$ cat src/hw/rtl/fbc_pkg.sv
package fbc_pkg;

    localparam int unsigned BYTE_W      = 8;
    localparam int unsigned CFG_INDEX_W = 8;
    localparam int unsigned QUEUE_DEPTH = 4;

    localparam logic [BYTE_W-1:0]      CRC_POLY      = 8'h8C;
    localparam logic [CFG_INDEX_W-1:0] CFG_START     = 8'd0;
    localparam logic [CFG_INDEX_W-1:0] CFG_OWN_ADDR  = 8'd1;

    // One classified input item as it travels from the front to the back.
    typedef struct packed {
        logic              first;
        logic              zero_len;
        logic              last;
        logic [BYTE_W-1:0] start_byte;
        logic [BYTE_W-1:0] own_address;
        logic [BYTE_W-1:0] destination;
        logic [BYTE_W-1:0] payload_length;
        logic [BYTE_W-1:0] data_byte;
    } t_cmd;

    // Reflected CRC-8 update by one byte, one bit per step.
    function automatic logic [BYTE_W-1:0] crc8_update(
        input logic [BYTE_W-1:0] crc,
        input logic [BYTE_W-1:0] data
    );
        logic [BYTE_W-1:0] c;
        c = crc ^ data;
        for (int k = 0; k < BYTE_W; k++) begin
            if (c[0]) begin
                c = (c >> 1) ^ CRC_POLY;
            end else begin
                c = c >> 1;
            end
        end
        return c;
    endfunction

endpackage

$ cat src/hw/rtl/fbc_if.sv
interface fbc_in_if
    import fbc_pkg::*;
();
    logic              valid;
    logic              ready;
    logic [BYTE_W-1:0] destination;
    logic [BYTE_W-1:0] payload_length;
    logic [BYTE_W-1:0] data_byte;

    modport source (output valid, output destination, output payload_length,
                    output data_byte, input ready);
    modport sink   (input valid, input destination, input payload_length,
                    input data_byte, output ready);
endinterface

interface fbc_out_if
    import fbc_pkg::*;
();
    logic              valid;
    logic              ready;
    logic [BYTE_W-1:0] tx_byte;
    logic              frame_end;
    logic              run_last;

    modport source (output valid, output tx_byte, output frame_end,
                    output run_last, input ready);
    modport sink   (input valid, input tx_byte, input frame_end,
                    input run_last, output ready);
endinterface

interface fbc_cfg_if
    import fbc_pkg::*;
();
    logic                   valid;
    logic                   ready;
    logic [CFG_INDEX_W-1:0] index;
    logic [BYTE_W-1:0]      data;

    modport source (output valid, output index, output data, input ready);
    modport sink   (input valid, input index, input data, output ready);
endinterface

$ cat src/hw/rtl/fbc_front.sv
module fbc_front
    import fbc_pkg::*;
(
    input  logic     i_clk,
    input  logic     i_rst_n,
    fbc_in_if.sink   i_in,
    fbc_cfg_if.sink  i_cfg,
    input  logic     i_full,
    output logic     o_push,
    output t_cmd     o_cmd
);

    logic [BYTE_W-1:0] r_start_byte;
    logic [BYTE_W-1:0] r_own_address;
    logic              r_in_frame;
    logic [BYTE_W-1:0] r_bytes_left;
    logic              n_in_frame;
    logic [BYTE_W-1:0] n_bytes_left;
    logic              accept;

    assign i_cfg.ready = 1'b1;
    assign i_in.ready  = !i_full;
    assign accept      = i_in.valid && !i_full;
    assign o_push      = accept;

    always_comb begin
        o_cmd.start_byte     = r_start_byte;
        o_cmd.own_address    = r_own_address;
        o_cmd.destination    = i_in.destination;
        o_cmd.payload_length = i_in.payload_length;
        o_cmd.data_byte      = i_in.data_byte;
        o_cmd.first          = !r_in_frame;
        o_cmd.zero_len       = 1'b0;
        if (!r_in_frame) begin
            o_cmd.zero_len = (i_in.payload_length == '0);
            o_cmd.last     = (i_in.payload_length == BYTE_W'(1));
            n_bytes_left   = i_in.payload_length - BYTE_W'(1);
            n_in_frame     = (i_in.payload_length > BYTE_W'(1));
        end else begin
            o_cmd.last     = (r_bytes_left == BYTE_W'(1));
            n_bytes_left   = r_bytes_left - BYTE_W'(1);
            n_in_frame     = (r_bytes_left != BYTE_W'(1));
        end
    end

    always_ff @(posedge i_clk) begin
        if (!i_rst_n) begin
            r_start_byte  <= '0;
            r_own_address <= '0;
            r_in_frame    <= 1'b0;
            r_bytes_left  <= '0;
        end else begin
            if (i_cfg.valid) begin
                if (i_cfg.index == CFG_START) begin
                    r_start_byte <= i_cfg.data;
                end else if (i_cfg.index == CFG_OWN_ADDR) begin
                    r_own_address <= i_cfg.data;
                end
            end
            if (accept) begin
                r_in_frame   <= n_in_frame;
                r_bytes_left <= n_bytes_left;
            end
        end
    end

endmodule

$ cat src/hw/rtl/fbc_queue.sv
module fbc_queue
    import fbc_pkg::*;
#(
    parameter int unsigned DEPTH = QUEUE_DEPTH
) (
    input  logic i_clk,
    input  logic i_rst_n,
    input  logic i_push,
    input  t_cmd i_cmd,
    output logic o_full,
    output logic o_head_valid,
    output t_cmd o_head,
    input  logic i_pop
);

    localparam int unsigned PTR_W = (DEPTH > 1) ? $clog2(DEPTH) : 1;
    localparam int unsigned CNT_W = $clog2(DEPTH + 1);

    t_cmd             r_mem [DEPTH];
    logic [PTR_W-1:0] r_wr_ptr;
    logic [PTR_W-1:0] r_rd_ptr;
    logic [CNT_W-1:0] r_count;

    assign o_full       = (r_count == CNT_W'(DEPTH));
    assign o_head_valid = (r_count != '0);
    assign o_head       = r_mem[r_rd_ptr];

    always_ff @(posedge i_clk) begin
        if (i_push) begin
            r_mem[r_wr_ptr] <= i_cmd;
        end
    end

    always_ff @(posedge i_clk) begin
        if (!i_rst_n) begin
            r_wr_ptr <= '0;
            r_rd_ptr <= '0;
            r_count  <= '0;
        end else begin
            if (i_push) begin
                r_wr_ptr <= (r_wr_ptr == PTR_W'(DEPTH - 1)) ? '0 : r_wr_ptr + PTR_W'(1);
            end
            if (i_pop) begin
                r_rd_ptr <= (r_rd_ptr == PTR_W'(DEPTH - 1)) ? '0 : r_rd_ptr + PTR_W'(1);
            end
            if (i_push && !i_pop) begin
                r_count <= r_count + CNT_W'(1);
            end else if (i_pop && !i_push) begin
                r_count <= r_count - CNT_W'(1);
            end
        end
    end

endmodule

$ cat src/hw/rtl/fbc_back.sv
module fbc_back
    import fbc_pkg::*;
(
    input  logic      i_clk,
    input  logic      i_rst_n,
    input  logic      i_head_valid,
    input  t_cmd      i_head,
    output logic      o_pop,
    fbc_out_if.source o_out
);

    localparam logic [2:0] ST_START = 3'd0;
    localparam logic [2:0] ST_DEST  = 3'd1;
    localparam logic [2:0] ST_SRC   = 3'd2;
    localparam logic [2:0] ST_LEN   = 3'd3;
    localparam logic [2:0] ST_DATA  = 3'd4;
    localparam logic [2:0] ST_CRC   = 3'd5;

    logic              r_started;
    logic [2:0]        r_step;
    logic [BYTE_W-1:0] r_crc;
    logic              r_valid;
    logic [BYTE_W-1:0] r_tx_byte;
    logic              r_frame_end;
    logic              r_run_last;

    logic [2:0]        cur_step;
    logic [2:0]        n_step;
    logic [BYTE_W-1:0] n_byte;
    logic [BYTE_W-1:0] n_crc;
    logic              done;
    logic              fire;

    assign o_out.valid     = r_valid;
    assign o_out.tx_byte   = r_tx_byte;
    assign o_out.frame_end = r_frame_end;
    assign o_out.run_last  = r_run_last;

    // The output register is free when empty or when its transfer completes now.
    assign fire  = i_head_valid && (!r_valid || o_out.ready);
    assign o_pop = fire && done;

    always_comb begin
        cur_step = r_started ? r_step : (i_head.first ? ST_START : ST_DATA);
        n_step   = ST_CRC;
        n_byte   = r_crc;
        n_crc    = r_crc;
        done     = 1'b0;
        case (cur_step)
            ST_START: begin
                n_byte = i_head.start_byte;
                n_step = ST_DEST;
                n_crc  = '0;
            end
            ST_DEST: begin
                n_byte = i_head.destination;
                n_step = ST_SRC;
                n_crc  = crc8_update(r_crc, i_head.destination);
            end
            ST_SRC: begin
                n_byte = i_head.own_address;
                n_step = ST_LEN;
                n_crc  = crc8_update(r_crc, i_head.own_address);
            end
            ST_LEN: begin
                n_byte = i_head.payload_length;
                n_step = i_head.zero_len ? ST_CRC : ST_DATA;
            end
            ST_DATA: begin
                n_byte = i_head.data_byte;
                n_step = ST_CRC;
                n_crc  = crc8_update(r_crc, i_head.data_byte);
                done   = !i_head.last;
            end
            default: begin
                n_byte = r_crc;
                n_crc  = '0;
                done   = 1'b1;
            end
        endcase
    end

    always_ff @(posedge i_clk) begin
        if (fire) begin
            r_tx_byte   <= n_byte;
            r_frame_end <= (cur_step == ST_CRC);
            r_run_last  <= done;
        end
    end

    always_ff @(posedge i_clk) begin
        if (!i_rst_n) begin
            r_started <= 1'b0;
            r_step    <= ST_START;
            r_crc     <= '0;
            r_valid   <= 1'b0;
        end else begin
            if (fire) begin
                r_valid   <= 1'b1;
                r_crc     <= n_crc;
                r_started <= !done;
                r_step    <= n_step;
            end else if (o_out.ready) begin
                r_valid <= 1'b0;
            end
        end
    end

    // A partly emitted item stays at the head of the queue until its last byte.
    a_started_has_head: assert property (@(posedge i_clk) disable iff (!i_rst_n)
        r_started |-> i_head_valid)
        else $error("back is mid-item with an empty queue");

    a_crc_ends_item: assert property (@(posedge i_clk) disable iff (!i_rst_n)
        (r_valid && r_frame_end) |-> r_run_last)
        else $error("CRC byte not marked as last result of its item");

    a_crc_cleared: assert property (@(posedge i_clk) disable iff (!i_rst_n)
        (fire && cur_step == ST_CRC) |=> (r_crc == '0) && !r_started)
        else $error("running CRC not cleared after the check byte");

endmodule

$ cat src/hw/rtl/frame_builder_with_crc8.sv
// The first result of an item passes through the command queue and the output register.
// Throughput: items are taken one per cycle while the command queue has room.
// The back emits one frame byte per cycle while the output is ready: a message's first
// item gives start, destination, source and length, then its data byte unless the length
// is zero; each later item gives its byte; the item that ends the message adds the CRC.
// Reset (synchronous, active low) clears both registers, the frame state and the queue.
module frame_builder_with_crc8
    import fbc_pkg::*;
#(
    parameter int unsigned QDEPTH = QUEUE_DEPTH
) (
    input  logic      i_clk,
    input  logic      i_rst_n,
    fbc_in_if.sink    i_in,
    fbc_cfg_if.sink   i_cfg,
    fbc_out_if.source o_out
);

    logic push;
    logic full;
    logic pop;
    logic head_valid;
    t_cmd cmd;
    t_cmd head;

    fbc_front u_front (
        .i_clk   (i_clk),
        .i_rst_n (i_rst_n),
        .i_in    (i_in),
        .i_cfg   (i_cfg),
        .i_full  (full),
        .o_push  (push),
        .o_cmd   (cmd)
    );

    fbc_queue #(
        .DEPTH (QDEPTH)
    ) u_queue (
        .i_clk        (i_clk),
        .i_rst_n      (i_rst_n),
        .i_push       (push),
        .i_cmd        (cmd),
        .o_full       (full),
        .o_head_valid (head_valid),
        .o_head       (head),
        .i_pop        (pop)
    );

    fbc_back u_back (
        .i_clk        (i_clk),
        .i_rst_n      (i_rst_n),
        .i_head_valid (head_valid),
        .i_head       (head),
        .o_pop        (pop),
        .o_out        (o_out)
    );

endmodule
$ cat src/flat_wrapper.sv
// flat-port wrapper written by rule: the top's interface ports become plain ports
module frame_builder_with_crc8_flat import fbc_pkg::*;
#(
    parameter int unsigned QDEPTH = QUEUE_DEPTH
)
  (i_clk, i_rst_n, i_in_valid, i_in_destination, i_in_payload_length, i_in_data_byte, i_in_ready, i_cfg_valid, i_cfg_index, i_cfg_data, i_cfg_ready, o_out_valid, o_out_tx_byte, o_out_frame_end, o_out_run_last, o_out_ready);
  fbc_in_if i_in_i ();
  fbc_cfg_if i_cfg_i ();
  fbc_out_if o_out_i ();
  input  logic i_clk;
  input  logic i_rst_n;
  input wire logic [$bits(i_in_i.valid)-1:0] i_in_valid;
  input wire logic [$bits(i_in_i.destination)-1:0] i_in_destination;
  input wire logic [$bits(i_in_i.payload_length)-1:0] i_in_payload_length;
  input wire logic [$bits(i_in_i.data_byte)-1:0] i_in_data_byte;
  output wire logic [$bits(i_in_i.ready)-1:0] i_in_ready;
  input wire logic [$bits(i_cfg_i.valid)-1:0] i_cfg_valid;
  input wire logic [$bits(i_cfg_i.index)-1:0] i_cfg_index;
  input wire logic [$bits(i_cfg_i.data)-1:0] i_cfg_data;
  output wire logic [$bits(i_cfg_i.ready)-1:0] i_cfg_ready;
  output wire logic [$bits(o_out_i.valid)-1:0] o_out_valid;
  output wire logic [$bits(o_out_i.tx_byte)-1:0] o_out_tx_byte;
  output wire logic [$bits(o_out_i.frame_end)-1:0] o_out_frame_end;
  output wire logic [$bits(o_out_i.run_last)-1:0] o_out_run_last;
  input wire logic [$bits(o_out_i.ready)-1:0] o_out_ready;
  assign i_in_i.valid = i_in_valid;
  assign i_in_i.destination = i_in_destination;
  assign i_in_i.payload_length = i_in_payload_length;
  assign i_in_i.data_byte = i_in_data_byte;
  assign i_in_ready = i_in_i.ready;
  assign i_cfg_i.valid = i_cfg_valid;
  assign i_cfg_i.index = i_cfg_index;
  assign i_cfg_i.data = i_cfg_data;
  assign i_cfg_ready = i_cfg_i.ready;
  assign o_out_valid = o_out_i.valid;
  assign o_out_tx_byte = o_out_i.tx_byte;
  assign o_out_frame_end = o_out_i.frame_end;
  assign o_out_run_last = o_out_i.run_last;
  assign o_out_i.ready = o_out_ready;
  frame_builder_with_crc8 #(.QDEPTH(QDEPTH)) u_core (.i_clk(i_clk), .i_rst_n(i_rst_n), .i_in(i_in_i), .i_cfg(i_cfg_i), .o_out(o_out_i));
endmodule
$ cat config.mk
export PLATFORM = sky130hd
export DESIGN_NAME = frame_builder_with_crc8_flat
export DESIGN_NICKNAME = d
export VERILOG_FILES = /design/src/hw/rtl/fbc_pkg.sv /design/src/hw/rtl/fbc_if.sv /design/src/hw/rtl/fbc_front.sv /design/src/hw/rtl/fbc_queue.sv /design/src/hw/rtl/fbc_back.sv /design/src/hw/rtl/frame_builder_with_crc8.sv /design/src/flat_wrapper.sv
export SDC_FILE = /design/constraint.sdc
export NUM_CORES = 1
export LEC_CHECK = 0
export BUFFER_PORTS_ARGS = -buffer_cell sky130_fd_sc_hd__buf_4
export CELL_PAD_IN_SITES_DETAIL_PLACEMENT = 0
export CELL_PAD_IN_SITES_GLOBAL_PLACEMENT = 1
export CORE_ASPECT_RATIO = 0.8
export CORE_MARGIN = 2
export CORE_UTILIZATION = 40
export CTS_BUF_LIST = sky130_fd_sc_hd__clkbuf_8
export CTS_CLUSTER_DIAMETER = 40
export DETAILED_ROUTE_END_ITERATION = 8
export GPL_TIMING_DRIVEN = 0
export PLACE_DENSITY_LB_ADDON = 0.15
export SLEW_MARGIN = 5
export SYNTH_ARGS = -nofsm -noshare
export SYNTH_HDL_FRONTEND = slang
export SYNTH_SLANG_ARGS = --single-unit
$ cat constraint.sdc
create_clock -name i_clk -period 3.6 [get_ports i_clk]
set_input_delay 0.54 -clock i_clk [delete_from_list [all_inputs] [get_ports i_clk]]
set_output_delay 0.54 -clock i_clk [all_outputs]
set_load 0.05 [all_outputs]
==> flow_summary_export.csv <==
group,metric,value,unit
cells_and_area,fill_cells,2159,
drt,drt_wl_total,23700,um
drt,vias_per_cell,5.36,
cts,clk_latency,0.53,ns
yosys,yosysWarnings,0,
timing,slew_violations,0,
timing,min_period,3.40,ns
cells_and_area,multi_input_area,0.00343,mm2
cells_and_area,diodes,0,
placed_design,dpl.hpwl,16800,um
grt,grt_pass1_wl,36400,um
yosys,yosys_most_used_dff,"edfxtp_1",
cts,cts-htree-levels,2,
cells_and_area,most-common-layout-cells,"182 x edfxtp_1, 57 x buf_4, 51 x nand2_1, 47 x dfxtp_1, 44 x clkbuf_8",
drt,dr.first_iter.drc_count,557,
timing,setup_violations,0,
cells_and_area,num-nets-final,808,
floorplanning,die-width,181,um
floorplanning,rows,51,
yosys,synthTopCellsByArea,"edfxtp_1 54%, mux4_2 9.7%, dfxtp_1 9.4%",
cts,clock_sinks,229,
timing,finalHoldViolations,0,
cts,cts_hold_buffers,0,
cts,post_cts.repair.setup_buffers,0,
yosys,syn_inst,651,
yosys,async_flop_share,0,
grt,grt_usage,0.184,
cells_and_area,regArea,0.00641,mm2
cts,clockRootBuffer,"clkbuf_8",
critical_path,cp.arrival,3.84,ns
critical_path,crit_fanout,10,
yosys,ys_ff_latch,229,
status,status,"finished clean",
power_and_ir_drop,vdd_drop_max,314,uV
cells_and_area,fin_cells,1101,
critical_path,critPathRequiredTime,4.04,ns
power_and_ir_drop,p_per_area,815,mW/mm2
timing,slew_headroom,0.316,
yosys,netlist_area,0.0100,mm2
grt,antenna_found_initial,0,
floorplanning,initial_core_util,0.409,
job,maxCapViolations,0,
timing,rsz0062_at_grt,"no",
critical_path,crit_type,"reg2reg",
yosys,synth_seq_area_share,0.639,
drt,ant_nets,0,
placed_design,placed_cells,1028,
drt,wire_per_inst,21.6,um
yosys,synth_edf_count,182,
floorplanning,pin_count,58,
yosys,synth_top_cell_area_share,0.545,
yosys,avgSynthCellArea,15.4,um2
grt,grt_overflow,0,
drt,num_vias,5906,
cts,cts_tree,"yes",
drt,dr.pass1.iters,5,
critical_path,cp-start-kind,"flop",
critical_path,setup.worst_path.end_class,"flop",
grt,grt_max_degree,30,
yosys,syn-num-nets,707,
worst_hold_path,hold_class,"in2reg",
floorplanning,die_y,146,um
floorplanning,coreArea,0.0245,mm2
drt,drc_errors,0,
cts,numCtsBuffers,41,
power_and_ir_drop,leakagePower,4.19,nW
cells_and_area,final_common_cell,"edfxtp_1",
grt,first_global_vias,6057,
timing,fin_crit_sh,0.943,
cts,clockBufferDepth,3,
placed_design,finalWeightedCongestion,0.855,
floorplanning,die_area,0.0264,mm2
yosys,synth_top_area_cell,"edfxtp_1",
timing,worstMarginPinSlew,1.03,ns
timing,fin_skew,0.0152,ns
timing,fmax,294,MHz
cells_and_area,syn_to_final_growth,16.9,%
timing,whs,0.205,ns
cts,clk_pin_slew,0.06,ns
placed_design,io_buffers,55,
cells_and_area,layout-drive-gt1-share,0.232,
yosys,synthDistinctLibCells,57,
-- final timing paths --
kind,from,endpoint,slack [ns],cells after the start
hold / removal,i_in_destination[6],u_core.u_queue.r_mem[3][22]$_DFFE_PP_,0.21,1
setup reg to reg,flop,u_core.u_queue.r_count[2]$_SDFFE_PN0P_,0.20,13
hold reg to reg,u_core.u_back.o_out.valid$_SDFFE_PN0P_,u_core.u_back.o_out.valid$_SDFFE_PN0P_,0.48,2
setup / recovery,flop,u_core.u_queue.r_count[2]$_SDFFE_PN0P_,0.20,13
-- cell families after synthesis --
kind of cell               share of synthesized area
AOI/OAI and AO/OA                             0.0566
xor gates and xnor gates                      0.0862
adders and majority gates                     0.0145
buffers and inverters                         0.0200
DFF                                            0.639
muxes                                          0.121
other                                       0.000374
and+or+nand+nor                               0.0631
-- power by group --
| part | switching [W] | internal, W | total (W) |
|---|---|---|---|
| registers | 0.000167 | 0.00324 | 0.00341 |
| clock network | 0.00104 | 0.00128 | 0.00231 |
| logic | 0.00214 | 0.00169 | 0.00383 |
| total | 0.00334 | 0.00621 | 0.00956 |
-- sequential cells by signal (all words and copies together) (netlist names), 3 cells and up, named ones only --
name                          count
u_core.u_front.r_own_address      8
u_core.u_back.o_out.tx_byte       8
u_core.u_back.r_step              3
u_core.u_front.r_bytes_left       8
u_core.u_queue.r_mem            172
u_core.u_front.r_start_byte       8
u_core.u_queue.r_count            3
u_core.u_back.r_crc               8
-- critical path, cell delays in order (launching register included) --
cell,delay [ns]
dfxtp_1,0.30
buf_2,0.21
clkbuf_4,0.29
buf_6,0.21
mux4_2,0.39
mux2_2,0.35
a21oi_2,0.21
nand2_2,0.19
ha_1,0.29
inv_1,0.10
fa_1,0.21
xor2_1,0.09
or3_1,0.31
a21oi_1,0.15
-- final cells by class --
type                       count  share of cell area
sequential                   229               0.546
multi-input combinational    378               0.293
clock buffer                  44              0.0516
timing repair buffer          59              0.0420
tap                          318              0.0339
clock inverter                30              0.0158
buffer                        30              0.0138
inverter                      13             0.00416
-- metal layers --
layer / track usage / up-vias / wire length (um)
li1: - / 2695 / -
met1: 0.273 / 2993 / 11300
met2: 0.280 / 191 / 10800
met3: 0.0325 / 27 / 1370
met4: 0.0533 / 0 / 333
met5: 0 / - / 0
-- per-stage QoR --
stage                     area, um2  total power (W)  TNS (ns)  setup slack [ns]   util
final                         11700          0.00956         0             0.204  0.479
after global routing          11700           0.0101         0            0.0205  0.479
after CTS                     11700          0.00964         0            0.0433  0.479
after detailed placement      10900          0.00727    -0.592            -0.371  0.446
after global placement        10800          0.00718    -0.365            -0.250  0.443
after floorplan               10000          0.00628         0             0.645      -
-- repair_timing --
action,4_1_cts,5_1_grt
endpoints found under the hold margin,0,0
resized for setup,4,4
setup endpoints to repair,3,1
-- Yosys cell counts (11+ instances only) --
library cell,instances
a21oi_1,28
clkbuf_1,20
dfxtp_1,47
edfxtp_1,182
inv_1,11
mux2i_1,22
mux4_2,43
nand2_1,52
nor2_1,42
o21ai_0,21
xnor2_1,35
xnor3_1,11
xor2_1,20
Note: power is estimated with default switching activity, not from simulation.
